==> config.mk <==
export PLATFORM = sky130hd
export DESIGN_NAME = dri_front
export DESIGN_NICKNAME = d
export VERILOG_FILES = /design/src/rtl/core/dri_pkg.sv /design/src/rtl/core/dri_front.sv
export SDC_FILE = /design/constraint.sdc
export NUM_CORES = 1
export LEC_CHECK = 0
export ABC_AREA = 0
export BUFFER_PORTS_ARGS = -buffer_cell sky130_fd_sc_hd__buf_2
export CAP_MARGIN = 20
export CORE_MARGIN = 2
export CORE_UTILIZATION = 50
export CTS_BUF_LIST = sky130_fd_sc_hd__clkbuf_8
export CTS_CLUSTER_SIZE = 24
export DETAILED_ROUTE_END_ITERATION = 6
export GPL_ROUTABILITY_DRIVEN = 0
export PLACE_DENSITY = 0.78
export SKIP_LAST_GASP = 1
export SLEW_MARGIN = 20
export SYNTH_ARGS = -nofsm -noshare
export SYNTH_HDL_FRONTEND = slang
export SYNTH_SLANG_ARGS = --single-unit
==> constraint.sdc <==
create_clock -name clk -period 2.73 [get_ports clk]
set_input_delay 0.4095 -clock clk [delete_from_list [all_inputs] [get_ports clk]]
set_output_delay 0.4095 -clock clk [all_outputs]
set_load 0.02 [all_outputs]
==> src/rtl/core/dri_pkg.sv <==
// Types, constants and tables of the delta robot inverse kinematics core
package dri_pkg;

  localparam int COORD_FRAC_BITS = 8;

  localparam int LEN_W  = 19;
  localparam int PPR_W  = 20;
  localparam int POS_W  = 20;
  localparam int ANG_W  = 19;
  localparam int PUL_W  = 20;

  localparam int ROOT_W = 44;
  localparam int RAD_W  = 88;
  localparam int P_W    = 46;
  localparam int TWOA_W = 41;
  localparam int NORM_W = 59;
  localparam int CX_W   = 64;
  localparam int PHI_W  = 25;
  localparam int CORDIC_STEPS = 20;

  localparam logic [ANG_W-1:0] FULL_TURN_Q = 19'd368640;

  // Pulse scaling: angle * ppr / 368640 = ((angle * ppr) >> 13) / 45
  localparam int          PUL_SHIFT = 13;
  localparam logic [26:0] DIV_RECIP = 27'd95443717;
  localparam logic [26:0] DIV_CONST = 27'd45;

  localparam logic [LEN_W-1:0] RST_ACTIVE   = LEN_W'(515 << (COORD_FRAC_BITS - 1));
  localparam logic [LEN_W-1:0] RST_PASSIVE  = LEN_W'(548 << COORD_FRAC_BITS);
  localparam logic [LEN_W-1:0] RST_BASE     = LEN_W'(190 << COORD_FRAC_BITS);
  localparam logic [LEN_W-1:0] RST_PLATFORM = LEN_W'(62 << COORD_FRAC_BITS);
  localparam logic [PPR_W-1:0] RST_PPR      = 20'd200000;

  typedef enum logic [2:0] {
    CFG_ACTIVE   = 3'd0,
    CFG_PASSIVE  = 3'd1,
    CFG_BASE     = 3'd2,
    CFG_PLATFORM = 3'd3,
    CFG_PPR      = 3'd4
  } cfg_idx_t;

  typedef logic [1:0] arm_t;
  localparam arm_t ARM_ONE   = 2'd0;
  localparam arm_t ARM_TWO   = 2'd1;
  localparam arm_t ARM_THREE = 2'd2;

  typedef struct packed {
    logic signed [POS_W-1:0] x;
    logic signed [POS_W-1:0] y;
    logic signed [POS_W-1:0] z;
  } pos_t;

  typedef struct packed {
    logic [LEN_W-1:0] active;
    logic [LEN_W-1:0] passive;
    logic [LEN_W-1:0] base;
    logic [LEN_W-1:0] platform;
    logic [PPR_W-1:0] ppr;
  } cfg_t;

  typedef struct packed {
    arm_t arm;
    logic fail;
  } tag_t;

  typedef struct packed {
    tag_t                     tag;
    logic signed [P_W-1:0]    den;
    logic signed [TWOA_W-1:0] twoa;
  } root_side_t;

  function automatic logic signed [17:0] cos_q16(arm_t a);
    case (a)
      ARM_ONE: cos_q16 = 18'sd56756;
      ARM_TWO: cos_q16 = -18'sd56756;
      default: cos_q16 = 18'sd0;
    endcase
  endfunction

  function automatic logic signed [17:0] sin_q16(arm_t a);
    case (a)
      ARM_ONE: sin_q16 = 18'sd32768;
      ARM_TWO: sin_q16 = 18'sd32768;
      default: sin_q16 = -18'sd65536;
    endcase
  endfunction

  // atan(2^-i) in 1/65536 degree
  function automatic logic [PHI_W-1:0] atan_q16(int i);
    case (i)
      0:  atan_q16 = 25'd2949120;
      1:  atan_q16 = 25'd1740967;
      2:  atan_q16 = 25'd919879;
      3:  atan_q16 = 25'd466945;
      4:  atan_q16 = 25'd234379;
      5:  atan_q16 = 25'd117304;
      6:  atan_q16 = 25'd58666;
      7:  atan_q16 = 25'd29335;
      8:  atan_q16 = 25'd14668;
      9:  atan_q16 = 25'd7334;
      10: atan_q16 = 25'd3667;
      11: atan_q16 = 25'd1833;
      12: atan_q16 = 25'd917;
      13: atan_q16 = 25'd458;
      14: atan_q16 = 25'd229;
      15: atan_q16 = 25'd115;
      16: atan_q16 = 25'd57;
      17: atan_q16 = 25'd29;
      18: atan_q16 = 25'd14;
      19: atan_q16 = 25'd7;
      default: atan_q16 = 25'd0;
    endcase
  endfunction

endpackage

==> src/rtl/core/dri_front.sv <==
// Front end: command handshake and a two-entry position queue
module dri_front (
  input  logic          clk,
  input  logic          rst,
  input  logic          start,
  output logic          busy,
  input  dri_pkg::pos_t item_in,
  input  logic          pop,
  output logic          q_valid,
  output dri_pkg::pos_t q_item
);
  import dri_pkg::*;

  localparam int DEPTH = 2;

  pos_t       entry [0:DEPTH-1];
  logic       wr_ptr;
  logic       rd_ptr;
  logic [1:0] count;
  logic [1:0] count_next;
  logic       push;

  assign busy    = (count == 2'(DEPTH));
  assign push    = start && !busy;
  assign q_valid = (count != 2'd0);
  assign q_item  = entry[rd_ptr];

  // Track fill level
  always_comb begin
    case ({push, pop})
      2'b10:   count_next = count + 2'd1;
      2'b01:   count_next = count - 2'd1;
      default: count_next = count;
    endcase
  end

  // Advance pointers
  always_ff @(posedge clk) begin
    if (rst) begin
      wr_ptr <= 1'b0;
      rd_ptr <= 1'b0;
      count  <= 2'd0;
    end else begin
      count <= count_next;
      if (push) wr_ptr <= ~wr_ptr;
      if (pop)  rd_ptr <= ~rd_ptr;
    end
  end

  // Store accepted item
  always_ff @(posedge clk) begin
    if (push) entry[wr_ptr] <= item_in;
  end

endmodule

# Word level (Yosys, flattened, before mapping)

Memories as Yosys holds them, arrays and structs flattened. A register that Yosys moved wholly into a read port is not among the register bits.
Index checks and enable logic that the tools add are counted.

Register bits: 4
Latch bits: 0
Bits in writable memories: 120
Bits in read-only memories: 0
Bits of input ports: 64
Output and inout port bits: 62
Logic and storage cells: 20
Memories kept: 1

Memory list:

| name  | words | bits a word | read ports | clocked after memory_dff | wr ports | line            | RTL |
|---|---|---|---|---|---|---|---|
| entry | 2     | 60          | 1          | 1                        | 1        | dri_front.sv:16 | `pos_t entry [0:DEPTH-1];` |

Add/sub/neg operators: 2
Multipliers: 0
Divide/modulo/power cells: 0
$lt $le $gt $ge: 0
Equality and inequality tests: 3
Shift operators: 0
Mux-type cells: 5
Bitwise logic cells: 2
Reduce and logical (&&, ||, !) cells: 4

Operator list:

| operator            | number |
|---|---|
| $eq 2x2->1 const B  | 2 |
| $mux 1              | 4 |
| $pmux 2 s2          | 1 |
| $reduce_bool 2->1   | 2 |
| $add 2x1->2 const B | 1 |
| $eq 2x1->1 const B  | 1 |
| $not 1->1           | 2 |
| $sub 2x1->2 const B | 1 |
| $logic_and 1x1->1   | 1 |
| $logic_not 1->1     | 1 |

# Logic depth before layout (Yosys ltp)

Depth after elaboration: 5
Depth in mapped cells: 6
Gate-level depth less buffers: 6

# Worst setup path before layout

OpenSTA, ideal clock, no wires.

Path kind: flip-flop to flip-flop
Start: reg count[0]
End: mem entry[0][0] (netlist bit), enable pin
Setup time: 414 ps
Arrival time: 2087 ps
Required time: 2316 ps
Setup slack: 229 ps
Stages on the path, launching flop included: 5
Path buffers: 0
Clock period less this slack: 2501 ps
Cells stage by stage: dfxtp_1 nand2b_2 inv_2 or3_1 inv_1

Word-level cells in the longest chain between the ends: 5

Ends and longest elaborated chain:

| element                      | line            | RTL |
|---|---|---|
| start, declared              | dri_front.sv:19 | `logic [1:0] count;` |
| start signal, assigned       | dri_front.sv:44 | `count <= count_next;` |
| $eq 2x2->1                   | dri_front.sv:23 | `assign busy = (count == 2'(DEPTH));` |
| named net busy               | dri_front.sv:6  | `output logic busy,` |
| $logic_not 1->1              | dri_front.sv:24 | `assign push = start && !busy;` |
| $logic_and 1x1->1            | dri_front.sv:24 |  |
| $mux 1                       | dri_front.sv:52 | `if (push) entry[wr_ptr] <= item_in;` |
| $mux 1 (not written as such) | dri_front.sv:52 |  |
| end, declared                | dri_front.sv:16 |  |

The timed path passes the listed nets, and every way through them passes these cells.

==> metrics.md <==
| Metric | Value |
|---|---|
| Vias in the first global route | 2435 |
| First-pass GRT wire length | 11700 um |
| Worst reg2reg setup slack | 0.85 ns |
| Worst Hold End | entry[1][14] |
| Mapped Nets | 277 |
| Worst-margin pin slew | 0.552 ns |
| Hold path cells | 1 |
| Synth-to-layout area growth | 25.8% |
| Slew HR | 63.2% |
| Maximum clock insertion buffer count | 2 |
| Final hold vios | 0 |
| # setup viols final | 0 |
| Cell count after placement | 443 |
| Fin. max-slew vios | 0 |
| Buf+Inv Stages, Crit Path | 2 |
| Core box area | 8760 um^2 |
| # fillers | 635 |
| Post-DP HPWL | 5010 um |
| Grt total ovfl | 0 |
| Yosys warnings | 0 |
| MaxCap Viol Count | 0 |
| IO Port Bufs | 125 |
| H-Tree Depth | 4 |
| Crit share post-route | 79.7% |
| R2R cell count | 5 |
| Fin Setup TNS | 0 ns |
| Total Power | 4.58 mW |
| Die Area | 9840 um^2 |
| Routed len/inst | 16.3 um |
| Initial Util | 51.7% |
| Largest cells by area after synthesis | edfxtp_1 (80%), mux2_2 (15%), dfxtp_1 (2.2%), buf_2 (0.66%), xnor2_1 (0.39%) |
| Worst-path clk slew | 0.07 ns |
| Rows | 34 |
| Worst-Skew Late Latency | 0.40 ns |
| Die width | 99.2 um |
| Worst Hold Class | in2reg |
| Synth Flop Type | edfxtp_1 |
| Synth async-reset ratio | 0% |
| Layout cells sized above 1 | 61.3% |
| Main combinational cell family by area after synthesis | multiplexers |
| XOR/XNOR Fraction of Synth Area | 0.580% |
| Detailed-route via count | 2350 |
| Worst Path Max Fanout | 41 |
| GRT Util Overall | 16.0% |
| EDFF count, synth | 120 |
| Initial DRC Count | 78 |
| Mux cell area share after synthesis | 14.9% |
| Hold_sp | item_in[14] |
| Setup Buffers After CTS | 0 |
| Hold-fix buffers, CTS | 0 |
| Reg2reg start | count[0] |
| RSZ-0062 raised after global routing | false |
| Largest net degree at the start of global routing | 47 |
| Reg2reg end | entry[0][23] |
| Vias per inst | 4.95 |
| Synth unique cells | 18 |
| Fmax | 0.460 GHz |
| Crit-path slowest cell | buf_4 |
| FF/Latch Area | 3700 um^2 |
| Final ANT Viol Nets | 0 |
| VDD IR max | 0.502 mV |
| Top-count cell post-synth | edfxtp_1 |
| Crit path kind | reg2out |
| Sequential share of the synthesized area | 81.7% |
| Final Non-Filler Cells | 475 |
| Largest stage delay on the critical path | 0.46 ns |
| Crit end category | output port |
| Worst Path Required | 2.32 ns |
| Die H | 99.2 um |
| Clk sinks | 125 |
| # DRC | 0 |
| First-pass detailed-route iteration total | 4 |
| CP Cell Sequence | buf_4 -> mux2_2 -> buf_2 |
| Startpoint types | flop |
| Post-Syn Area | 4530 um^2 |
| Post-synth top area share | 79.5% |
| Post-CTS sizing | 0 |
| Cts bufs inserted | 17 |
| Avg Inst Size Synth | 21.4 um^2 |
| Antenna violations before repair | 0 |
| Synth Area in Adders | 0.276% |
| Ant diodes | 0 |
| Synthesized instance count | 212 |
| Static Leak | 2.18 nW |
| Top cells by instance count after synthesis | edfxtp_1 (120), mux2_2 (60), buf_2 (6) |
| Post-layout net count | 419 |
| Register bit count reported by yosys | 125 |
| Clock skew | 0.00662 ns |
| Synth Area in Compound Gates | 0.442% |
| PwrDens | 804 nW/um^2 |
| Clock period minus worst slack | 2.18 ns |
| CTS tree | built |
| Crit path DAT | 1.77 ns |
| Multi-input logic area | 785 um^2 |
| Status | finished, final reports clean |
| Crit-path leading delay family | buffers and inverters |
| WL final | 7760 um |
| Post-Synth Simple-Gate Area | 1.08% |
| CTS Root Cell | clkbuf_8 |
| Ports | 126 |
| Yosys top cell by area | edfxtp_1 |
[worst reg2reg max path: stages (launching register included)]
cell      delay, ns
dfxtp_1        0.39
nand2b_2       0.17
inv_2          0.05
or3_1          0.33
inv_2          0.29
buf_12         0.32
[placed cells by master (no fill, tap or decap)]
cell type   netlist  routed
buf_2             6     125
edfxtp_1        120     120
mux2_2           60      60
clkbuf_8          0      17
clkinv_2          0       5
inv_1             2       4
dfxtp_1           5       4
buf_4             0       4
nor2_1            3       3
clkinvlp_4        0       3
bufinv_16         0       3
inv_2             1       2
or3_1             2       2
xnor2_1           2       2
o21ai_0           2       2
a21oi_1           2       2
nand2b_2          1       1
and3_2            0       1
or2_2             1       1
nand2_1           1       1
xor2_1            1       1
ha_1              1       1
dfxtp_2           0       1
clkinv_4          0       1
buf_12            0       1
[worst max path at each step]
| stage | from | end | cells past startpoint |
|---|---|---|---|
| after floorplan | count[0] | entry[0][0] | 4 |
| after global placement | start | entry[0][35] | 5 |
| after detailed placement | start | entry[0][58] | 5 |
| after CTS | flop | q_item[31] | 3 |
| after global routing | flop | q_item[39] | 3 |
| final | flop | q_item[31] | 3 |
[layout make-up]
| cell class | instances | share of cell area, % |
|---|---|---|
| flip-flops and latches | 125 | 65.0 |
| well taps | 108 | 2.37 |
| clock inverters | 15 | 2.76 |
| inverters | 3 | 0.197 |
| multi-input cells | 77 | 13.8 |
| clock buffers | 17 | 4.10 |
| repair buffers | 130 | 11.8 |
[report_power, final]
part	internal, mW	total [mW]	switching, mW
Combinational	0.271	0.688	0.417
Clock	0.885	1.55	0.668
Sequential	2.30	2.34	0.0410
[state kept, by name, indices dropped and copies added (netlist names), named ones only]
name and cells:
entry 120, count 2, rd_ptr 1, wr_ptr 1
[layer usage]
layer / vias to the layer above / GRT usage [%] / wire length (um)
met2: 83 / 27.6 / 4100
met3: 8 / 6.25 / 550
met4: 0 / 6.32 / 93
met5: - / 0 / 0
li1: 1114 / - / -
met1: 1145 / 17.9 / 3020
[cell families (layout without fill, tap and decap cells)]
| logic type | count (synthesis) | after routing |
|---|---|---|
| adders and majority gates | 1 | 1 |
| muxes | 60 | 60 |
| buffers and inverters | 10 | 165 |
| AOI/OAI and AO/OA | 4 | 4 |
| and+or+nand+nor | 9 | 9 |
| DFF | 125 | 125 |
| xor gates and xnor gates | 3 | 3 |
[metrics by stage]
step	utilization, %	area [um^2]	worst slack (ns)	hold slack (ns)
floorplan	-	4530	0.229	0.452
global placement	60.6	5310	0.858	0.468
detailed placement	60.6	5310	0.831	0.503
CTS	65.1	5700	0.509	0.165
global route	65.1	5700	0.443	0.157
finish	65.1	5700	0.555	0.190
No activity file was read; power rests on OpenSTA's default activity.
